**src/sv/c39m_pkg.sv**
```systemverilog
`timescale 1ns / 1ps
// ----------------------------------------------------------------------------
// c39m_pkg
// Shared constants, types and the Code 39 pattern table.
// ----------------------------------------------------------------------------
package c39m_pkg;

    localparam int MAX_BARS_DEF = 32;
    localparam int REF_LENGTH   = 29;
    localparam int SYMBOL_COUNT = 39;
    localparam int LENGTH_SLACK = 10;
    localparam int DW           = 6;
    localparam logic [DW-1:0] DIST_SAT = 6'd63;

    // register indexes of the configuration port
    localparam logic [2:0] REG_BAR_THR  = 3'd0;
    localparam logic [2:0] REG_LINE_THR = 3'd1;
    localparam logic [2:0] REG_MIN_W    = 3'd2;
    localparam logic [2:0] REG_WHITE_TO = 3'd3;
    localparam logic [2:0] REG_ACCEPT   = 3'd4;

    // one hop along the cell row: a narrow/wide bar and two distances
    typedef struct packed {
        logic          v;
        logic          c;
        logic [DW-1:0] val;
        logic [DW-1:0] prv;
    } t_link;

    // every pattern shares the start guard and the tail; only the middle differs.
    // bit set means a wide element, first element at the MSB
    localparam logic [7:0] PAT_HEAD = 8'b01001010;
    localparam logic [8:0] PAT_TAIL = 9'b010010100;

    localparam logic [11:0] PAT_MID [SYMBOL_COUNT] = '{
        12'b000001101000, 12'b001001000010, 12'b000011000010, 12'b001011000000,
        12'b000001100010, 12'b001001100000, 12'b000011100000, 12'b000001001010,
        12'b001001001000, 12'b000011001000, 12'b001000010010, 12'b000010010010,
        12'b001010010000, 12'b000000110010, 12'b001000110000, 12'b000010110000,
        12'b000000011010, 12'b001000011000, 12'b000010011000, 12'b000000111000,
        12'b001000000110, 12'b000010000110, 12'b001010000100, 12'b000000100110,
        12'b001000100100, 12'b000010100100, 12'b000000001110, 12'b001000001100,
        12'b000010001100, 12'b000000101100, 12'b001100000010, 12'b000110000010,
        12'b001110000000, 12'b000100100010, 12'b001100100000, 12'b000110100000,
        12'b000100001010, 12'b001100001000, 12'b001111111100
    };

    function automatic logic [REF_LENGTH-1:0] ref_pattern(input logic [5:0] sym);
        logic [11:0] mid;
        mid = (sym < 6'(SYMBOL_COUNT)) ? PAT_MID[sym] : 12'd0;
        return {PAT_HEAD, mid, PAT_TAIL};
    endfunction

endpackage

```
**src/sv/c39m_cell.sv**
```systemverilog
`timescale 1ns / 1ps
// ----------------------------------------------------------------------------
// c39m_cell
// One column of the edit distance table; updates once per bar passing by.
// ----------------------------------------------------------------------------
module c39m_cell #(
    parameter int COL = 1
) (
    input  logic              i_clk,
    input  logic              i_rst_n,
    input  logic              i_load,
    input  logic              i_ref,
    input  c39m_pkg::t_link   i_left,
    output c39m_pkg::t_link   o_link
);

    logic                     r_v;
    logic                     r_c;
    logic [c39m_pkg::DW-1:0]  r_val;
    logic [c39m_pkg::DW-1:0]  r_prv;
    logic [c39m_pkg::DW-1:0]  n_val;
    logic [c39m_pkg::DW-1:0]  del_c;
    logic [c39m_pkg::DW-1:0]  ins_c;
    logic [c39m_pkg::DW-1:0]  sub_c;
    logic [c39m_pkg::DW-1:0]  m_c;

    always_comb begin
        del_c = r_val + 1'b1;
        ins_c = i_left.val + 1'b1;
        sub_c = i_left.prv + {{(c39m_pkg::DW-1){1'b0}}, (i_left.c != i_ref)};
        m_c   = (del_c < ins_c) ? del_c : ins_c;
        n_val = (m_c < sub_c) ? m_c : sub_c;
    end

    always_ff @(posedge i_clk) begin
        if (!i_rst_n) begin
            r_v <= 1'b0;
        end else begin
            r_v <= i_load ? 1'b0 : i_left.v;
        end
    end

    // hold the previous row value so the right neighbour sees its diagonal
    always_ff @(posedge i_clk) begin
        if (i_load) begin
            r_val <= c39m_pkg::DW'(COL);
        end else if (i_left.v) begin
            r_val <= n_val;
            r_prv <= r_val;
            r_c   <= i_left.c;
        end
    end

    assign o_link = '{v: r_v, c: r_c, val: r_val, prv: r_prv};

endmodule

```
**src/sv/c39m_chain.sv**
```systemverilog
`timescale 1ns / 1ps
// ----------------------------------------------------------------------------
// c39m_chain
// Row of distance cells, one per reference element.
// ----------------------------------------------------------------------------
module c39m_chain (
    input  logic                              i_clk,
    input  logic                              i_rst_n,
    input  logic                              i_load,
    input  logic [c39m_pkg::REF_LENGTH-1:0]   i_ref,
    input  c39m_pkg::t_link                   i_feed,
    output logic [c39m_pkg::DW-1:0]           o_dist
);

    c39m_pkg::t_link links [c39m_pkg::REF_LENGTH+1];

    assign links[0] = i_feed;

    for (genvar j = 1; j <= c39m_pkg::REF_LENGTH; j++) begin : g_cell
        c39m_cell #(.COL(j)) u_cell (
            .i_clk   (i_clk),
            .i_rst_n (i_rst_n),
            .i_load  (i_load),
            .i_ref   (i_ref[c39m_pkg::REF_LENGTH-j]),
            .i_left  (links[j-1]),
            .o_link  (links[j])
        );
    end

    assign o_dist = links[c39m_pkg::REF_LENGTH].val;

endmodule

```
**config.mk**
```make
export PLATFORM = sky130hd
export DESIGN_NAME = c39m_chain
export DESIGN_NICKNAME = d
export VERILOG_FILES = /design/src/sv/c39m_pkg.sv /design/src/sv/c39m_cell.sv /design/src/sv/c39m_chain.sv
export SDC_FILE = /design/constraint.sdc
export NUM_CORES = 1
export LEC_CHECK = 0
export BUFFER_PORTS_ARGS = -buffer_cell sky130_fd_sc_hd__buf_2
export CAP_MARGIN = 20
export CORE_ASPECT_RATIO = 0.5
export CORE_MARGIN = 2
export CORE_UTILIZATION = 40
export DETAILED_ROUTE_END_ITERATION = 10
export GPL_TIMING_DRIVEN = 0
export PLACE_DENSITY_LB_ADDON = 0.12
export RECOVER_POWER = 50
export SLEW_MARGIN = 10
export SYNTH_ARGS = -nofsm -noshare
export SYNTH_HDL_FRONTEND = slang
export SYNTH_HIERARCHICAL = 1
export SYNTH_SLANG_ARGS = --single-unit
```
**constraint.sdc**
```tcl
create_clock -name i_clk -period 5.6 [get_ports i_clk]
set_input_delay 0.56 -clock i_clk [delete_from_list [all_inputs] [get_ports i_clk]]
set_output_delay 0.56 -clock i_clk [all_outputs]
set_load 0.005 [all_outputs]
```
Word-level counts from Yosys, hierarchy flattened
Cells that the tools add are included.
W data, S select, Z words.
{"block": "word_totals", "regBits": 398, "input_bits": 46, "output_inout_bits": 6, "wordCells": 348}
{"block": "op_classes", "addsub": 59, "magnitude_cmp": 58, "eq_ne": 29, "n_mux": 58, "bitwise": 2, "n_reduce_logical": 29}
{"op": "$lt A6 B6 Y1", "n": 58}
{"op": "$mux W6", "n": 58}
{"op": "$add A6 B1 Y6 const B", "n": 30}
{"op": "$add A6 B1 Y6", "n": 29}
{"op": "$reduce_and A2 Y1", "n": 28}
{"op": "$ne A1 B1 Y1", "n": 29}
{"op": "$not A1 Y1", "n": 2}
{"op": "$reduce_or A2 Y1", "n": 1}

Depth between registers and ports, before layout
{"block": "logic_depth", "depth_word": 5, "mapped_depth": 19, "depth_no_buf": 18}

Modules after synthesis
Netlist, hierarchy kept.
{"mod": "c39m_cell (g_cell[14].u_cell ...)", "n_inst": 2, "cells_per_inst": 112, "area_per_inst_um2": 1092.3, "seq_area_each_um2": 350.3}
{"mod": "c39m_cell (g_cell[1].u_cell)", "n_inst": 1, "cells_per_inst": 130, "area_per_inst_um2": 1273.7, "seq_area_each_um2": 350.3}
{"mod": "c39m_cell (g_cell[11].u_cell)", "n_inst": 1, "cells_per_inst": 136, "area_per_inst_um2": 1252.5, "seq_area_each_um2": 350.3}
{"mod": "c39m_cell (g_cell[27].u_cell)", "n_inst": 1, "cells_per_inst": 137, "area_per_inst_um2": 1246.2, "seq_area_each_um2": 350.3}
{"mod": "c39m_cell (g_cell[9].u_cell)", "n_inst": 1, "cells_per_inst": 134, "area_per_inst_um2": 1242.4, "seq_area_each_um2": 350.3}
{"mod": "c39m_cell (g_cell[3].u_cell)", "n_inst": 1, "cells_per_inst": 131, "area_per_inst_um2": 1238.7, "seq_area_each_um2": 350.3}
{"mod": "c39m_cell (g_cell[29].u_cell)", "n_inst": 1, "cells_per_inst": 131, "area_per_inst_um2": 1234.9, "seq_area_each_um2": 350.3}
{"mod": "c39m_cell (g_cell[5].u_cell)", "n_inst": 1, "cells_per_inst": 132, "area_per_inst_um2": 1234.9, "seq_area_each_um2": 350.3}
{"mod": "c39m_cell (g_cell[19].u_cell)", "n_inst": 1, "cells_per_inst": 135, "area_per_inst_um2": 1233.7, "seq_area_each_um2": 350.3}
{"mod": "c39m_cell (g_cell[25].u_cell)", "n_inst": 1, "cells_per_inst": 136, "area_per_inst_um2": 1229.9, "seq_area_each_um2": 350.3}
{"mod": "c39m_cell (g_cell[13].u_cell)", "n_inst": 1, "cells_per_inst": 131, "area_per_inst_um2": 1228.7, "seq_area_each_um2": 350.3}
{"mod": "c39m_cell (g_cell[17].u_cell)", "n_inst": 1, "cells_per_inst": 133, "area_per_inst_um2": 1224.9, "seq_area_each_um2": 350.3}
{"mod": "c39m_cell (g_cell[21].u_cell)", "n_inst": 1, "cells_per_inst": 127, "area_per_inst_um2": 1222.4, "seq_area_each_um2": 350.3}
{"mod": "c39m_cell (g_cell[15].u_cell)", "n_inst": 1, "cells_per_inst": 131, "area_per_inst_um2": 1216.2, "seq_area_each_um2": 350.3}
{"mod": "+14 rows"}

Least setup slack after synthesis
OpenSTA, ideal clock, no wires.
{"block": "synth_timing", "path_type": "register to register", "startpoint": "reg g_cell[19].u_cell/r_val[0] in the netlist's numbering", "endpoint": "reg g_cell[19].u_cell/r_val[3] in the netlist's numbering", "setup_ps": 122, "t_arrival_ps": 3951, "required_time_ps": 5478, "path_slack_ps": 1527, "stages_incl_launch_ff": 17, "n_path_buf": 0, "cell_sequence": "dfxtp_1 ha_1 xnor2_1 inv_1 ha_1 nand2_1 o21a_1 maj3_2 o21ai_1 mux2i_1 ha_1 a21o_1 a21o_2 a21oi_1 o2111ai_1 and4_1 a311o_1"}
{"block": "synth_between", "elab_chain_cells": 5}
{"element": "from (decl)", "line_no": "c39m_cell.sv:19", "rtl": "logic [c39m_pkg::DW-1:0] r_val;"}
{"element": "from (signal assigned)", "line_no": "c39m_cell.sv:46", "rtl": "r_val <= c39m_pkg::DW'(COL);"}
{"element": "from (signal assigned)", "line_no": "c39m_cell.sv:48", "rtl": "r_val <= n_val;"}
{"element": "$add A6 B1 Y6 (*)", "line_no": "c39m_cell.sv:28", "rtl": "del_c = r_val + 1'b1;"}
{"element": "$lt A6 B6 Y1", "line_no": "c39m_cell.sv:31", "rtl": "m_c = (del_c < ins_c) ? del_c : ins_c;"}
{"element": "$mux W6 (*)", "line_no": "c39m_cell.sv:31"}
{"element": "$lt A6 B6 Y1", "line_no": "c39m_cell.sv:32", "rtl": "n_val = (m_c < sub_c) ? m_c : sub_c;"}
{"element": "$mux W6 (*)", "line_no": "c39m_cell.sv:32"}
Every way passes the cells marked *; elsewhere a longest branch is shown, timed or not.
A chain may end at the register's enable or synchronous reset.

Final worst setup path
{"block": "layout_timing", "startpoint": "reg g_cell[17].u_cell/r_val[0] in the netlist's numbering", "endpoint": "reg g_cell[17].u_cell/r_val[3] in the netlist's numbering"}
{"block": "layout_between", "elab_chain_cells": 5}
{"element": "from (decl)", "line_no": "c39m_cell.sv:19"}
{"element": "from (signal assigned)", "line_no": "c39m_cell.sv:46"}
{"element": "from (signal assigned)", "line_no": "c39m_cell.sv:48"}
{"element": "$add A6 B1 Y6 (*)", "line_no": "c39m_cell.sv:28"}
{"element": "$lt A6 B6 Y1", "line_no": "c39m_cell.sv:31"}
{"element": "$mux W6 (*)", "line_no": "c39m_cell.sv:31"}
{"element": "$lt A6 B6 Y1", "line_no": "c39m_cell.sv:32"}
{"element": "$mux W6 (*)", "line_no": "c39m_cell.sv:32"}
Marked as above.

==> summary.md <==
| Metric | Value |
|---|---|
| Clock slew at reported path FFs | `0.06 ns` |
| Port bufs | `50` |
| CP required | `6.06 ns` |
| Cells along the critical path | `ha_1 > xnor2_1 > inv_1 > ha_1 > nand2_1 > o21a_1 > maj3_2 > o21ai_1 > mux2i_1 > ha_1 > a21o_1 > a21o_1 > a21oi_1 > o2111ai_1 > and4_1 > a311o_1` |
| First-pass GRT wire length | `132,000 um` |
| Row cnt | `75` |
| Fin crit share | `0.889` |
| Share of cells above drive strength 1 | `0.118` |
| Area growth from synthesis to layout | `9.08%` |
| Core area | `83,600 um2` |
| CTS root buf | `clkbuf_16` |
| DRT iter0 DRCs | `1,562` |
| Met2 wire length | `36,900 um` |
| Antenna diodes | `0` |
| CP dominant cell by count | `ha_1` |
| Wire per inst | `16.5 um` |
| Mean post-synth cell area | `9.54 um2` |
| Post-CTS Resized | `0` |
| Slew Viols, Final | `94` |
| Slowest cell on crit path | `dfxtp_1` |
| Critical Path Start Type | `register` |
| Min-delay worst type | `input pin to register` |
| Max Root-Sink Buffers | `3` |
| PD cells | `203 nW/um2` |
| Pleak | `0.0150 uW` |
| Clock share of power | `0.408` |
| Via density | `5.57` |
| CP peak stage delay | `0.65 ns` |
| Comb pwr share | `0.171` |
| Fin. Hold Viols | `0` |
| First-pass iteration count of the detailed router | `7` |
| CTS tree | `done` |
| Gate Count Post-Synth | `3,526` |
| Psw | `2070 uW` |
| TNS Setup | `0 ns` |
| Final setup violation count | `0` |
| Multi-input gate area | `22,200 um2` |
| Setup Buffers After CTS | `0` |
| Die height | `209 um` |
| Worst-Margin Slew | `3.55 ns` |
| Fmax | `0.201 GHz` |
| Syn nets | `3,949` |
| Outcome | `finished with violations` |
| Met3 routed WL | `2180 um` |
| Die Wd | `414 um` |
| Setup CP Type | `register to register` |
| CP max FO | `13` |
| Max-Cap Viols | `2` |
| # fillers | `8,082` |
| M1 wire length | `38,400 um` |
| Placed Cells | `4,693` |
| Max IR drop VDD | `0.267 mV` |
| CTS Buf Count | `44` |
| Tmin final | `4.98 ns` |
| Switching Fraction | `0.278` |
| Vias | `26,593` |
| Post-DP HPWL | `59,000 um` |
| Yosys warning count | `6` |
| Initial antenna violation count | `1` |
| Crit. End Element | `register` |
| H-tree Lvls | `2` |
| Ports | `52` |
| GP Congestion | `0.854` |
| GR Util All Layers | `0.180` |
| Final instance area | `36,700 um2` |
| Aggregate global routing overflow | `0` |
| Clk_lat worst skew | `0.59 ns` |
| Routed Antenna Nets | `0` |
| Worst Clk Skew | `0.0208 ns` |
| Residual DRC | `0` |
| Unrepaired setup endpoints after global routing | `no` |
| Sequential power share | `0.422` |
| Largest net degree at the start of global routing | `77` |
| Area after DPL | `35,300 um2` |
| Layout Nets | `4,046` |
| CTS Hold Bufs | `0` |
| Total Die Area | `86,600 um2` |
| Sequential cell area | `9930 um2` |
| Routed wire length | `78,800 um` |
| Vias in the first global route | `25,954` |
| Finished Layout Cells | `4,773` |
| Pint | `5380 uW` |
| Critical Path AT | `5.44 ns` |
| Cell area after synthesis | `33,700 um2` |
| TritonCTS Sinks | `398` |
| Total power | `7450 uW` |
| Violated checks | `capacitance limit, slew limit` |
| Max Used Layer | `met4` |
| Initial Util | `0.402` |
| Slew headroom | `-1.37` |
-- cell usage in the layout, fill, tap and decap left out, types with 13 or more instances in the layout --
cell type	n
and3_1	100
o21ai_1	19
ha_1	377
a21oi_1	105
xor2_1	265
o21ai_0	70
nand2_1	148
and2_1	50
o311ai_1	28
clkbuf_16	47
nor3_1	44
a311o_1	32
a21o_1	79
maj3_2	29
nand3_2	33
and4_1	18
nand3_1	350
clkbuf_1	45
a311oi_1	16
and3b_1	18
xnor2_1	127
a31oi_1	29
o211ai_1	82
mux2_2	16
edfxtp_1	196
nand4_1	93
nand2b_1	18
o21a_1	54
mux2i_1	89
nor2_1	157
dfxtp_1	202
buf_4	34
o311ai_0	31
or4_1	13
o2111ai_1	17
buf_2	46
o2111a_1	13
inv_1	226
-- registers in the layout, summed over array words and instances (netlist names) --
name	count
g_cell.u_cell/r_c	28
g_cell.u_cell/r_prv	168
g_cell.u_cell/r_v	28
g_cell.u_cell/r_val	174
-- stage by stage --
step            util  worst slack [ns]  hold slack [ns]
2_1_floorplan      -              1.53            0.483
3_3_place_gp   0.422             0.772            0.507
3_5_place_dp   0.423             0.701            0.510
4_1_cts        0.440             0.668            0.147
5_1_grt        0.439             0.348            0.248
6_report       0.439             0.620            0.228
-- cell type report --
class | instances | share of cell area
clock inverters | 22 | 0.00634
multi-input cells | 2815 | 0.605
plain buffers | 85 | 0.0149
repair buffers | 51 | 0.00743
flip-flops and latches | 398 | 0.271
inverters | 228 | 0.0233
clock buffers | 58 | 0.0343
well taps | 1116 | 0.0380
-- metal layers --
metal,vias up,GRT usage
li1,13545,-
met1,12633,0.244
met2,328,0.308
met3,87,0.0214
met4,0,0.0389
met5,-,0
-- worst max-delay path: cells and delay by family, from the launching register on --
| kind | cells | cell delay [ns] |
|---|---|---|
| xor+xnor | 1 | 0.17 |
| flops | 1 | 0.65 |
| mux | 1 | 0.40 |
| simple gates | 2 | 0.40 |
| buf+inv | 1 | 0.07 |
| fa+ha+maj | 4 | 1.25 |
| compound gates | 7 | 1.90 |
-- final timing paths --
path / slack [ns] / cells past startpoint / from / end
setup / recovery: 0.62 / 16 / g_cell[17].u_cell/r_val[0]$_SDFFE_PP1P_ / g_cell[17].u_cell/r_val[3]$_SDFFE_PP0P_
hold / removal: 0.23 / 1 / i_feed[12] / g_cell[1].u_cell/r_c$_DFFE_PP_
hold reg to reg: 0.53 / 2 / g_cell[1].u_cell/r_v$_SDFF_PP0_ / g_cell[2].u_cell/r_val[0]$_SDFFE_PP0P_
setup reg to reg: 0.62 / 16 / g_cell[17].u_cell/r_val[0]$_SDFFE_PP1P_ / g_cell[17].u_cell/r_val[3]$_SDFFE_PP0P_
-- power groups by stage --
stage | Clock [uW] | Sequential, uW | Combinational, uW
global route | 3260 | 3150 | 1410
detailed placement | 0 | 3200 | 1270
floorplan | 0 | 3180 | 991
CTS | 3150 | 3140 | 1270
finish | 3040 | 3140 | 1270
global placement | 0 | 3200 | 1250
(Power assumes the default switching activity.)
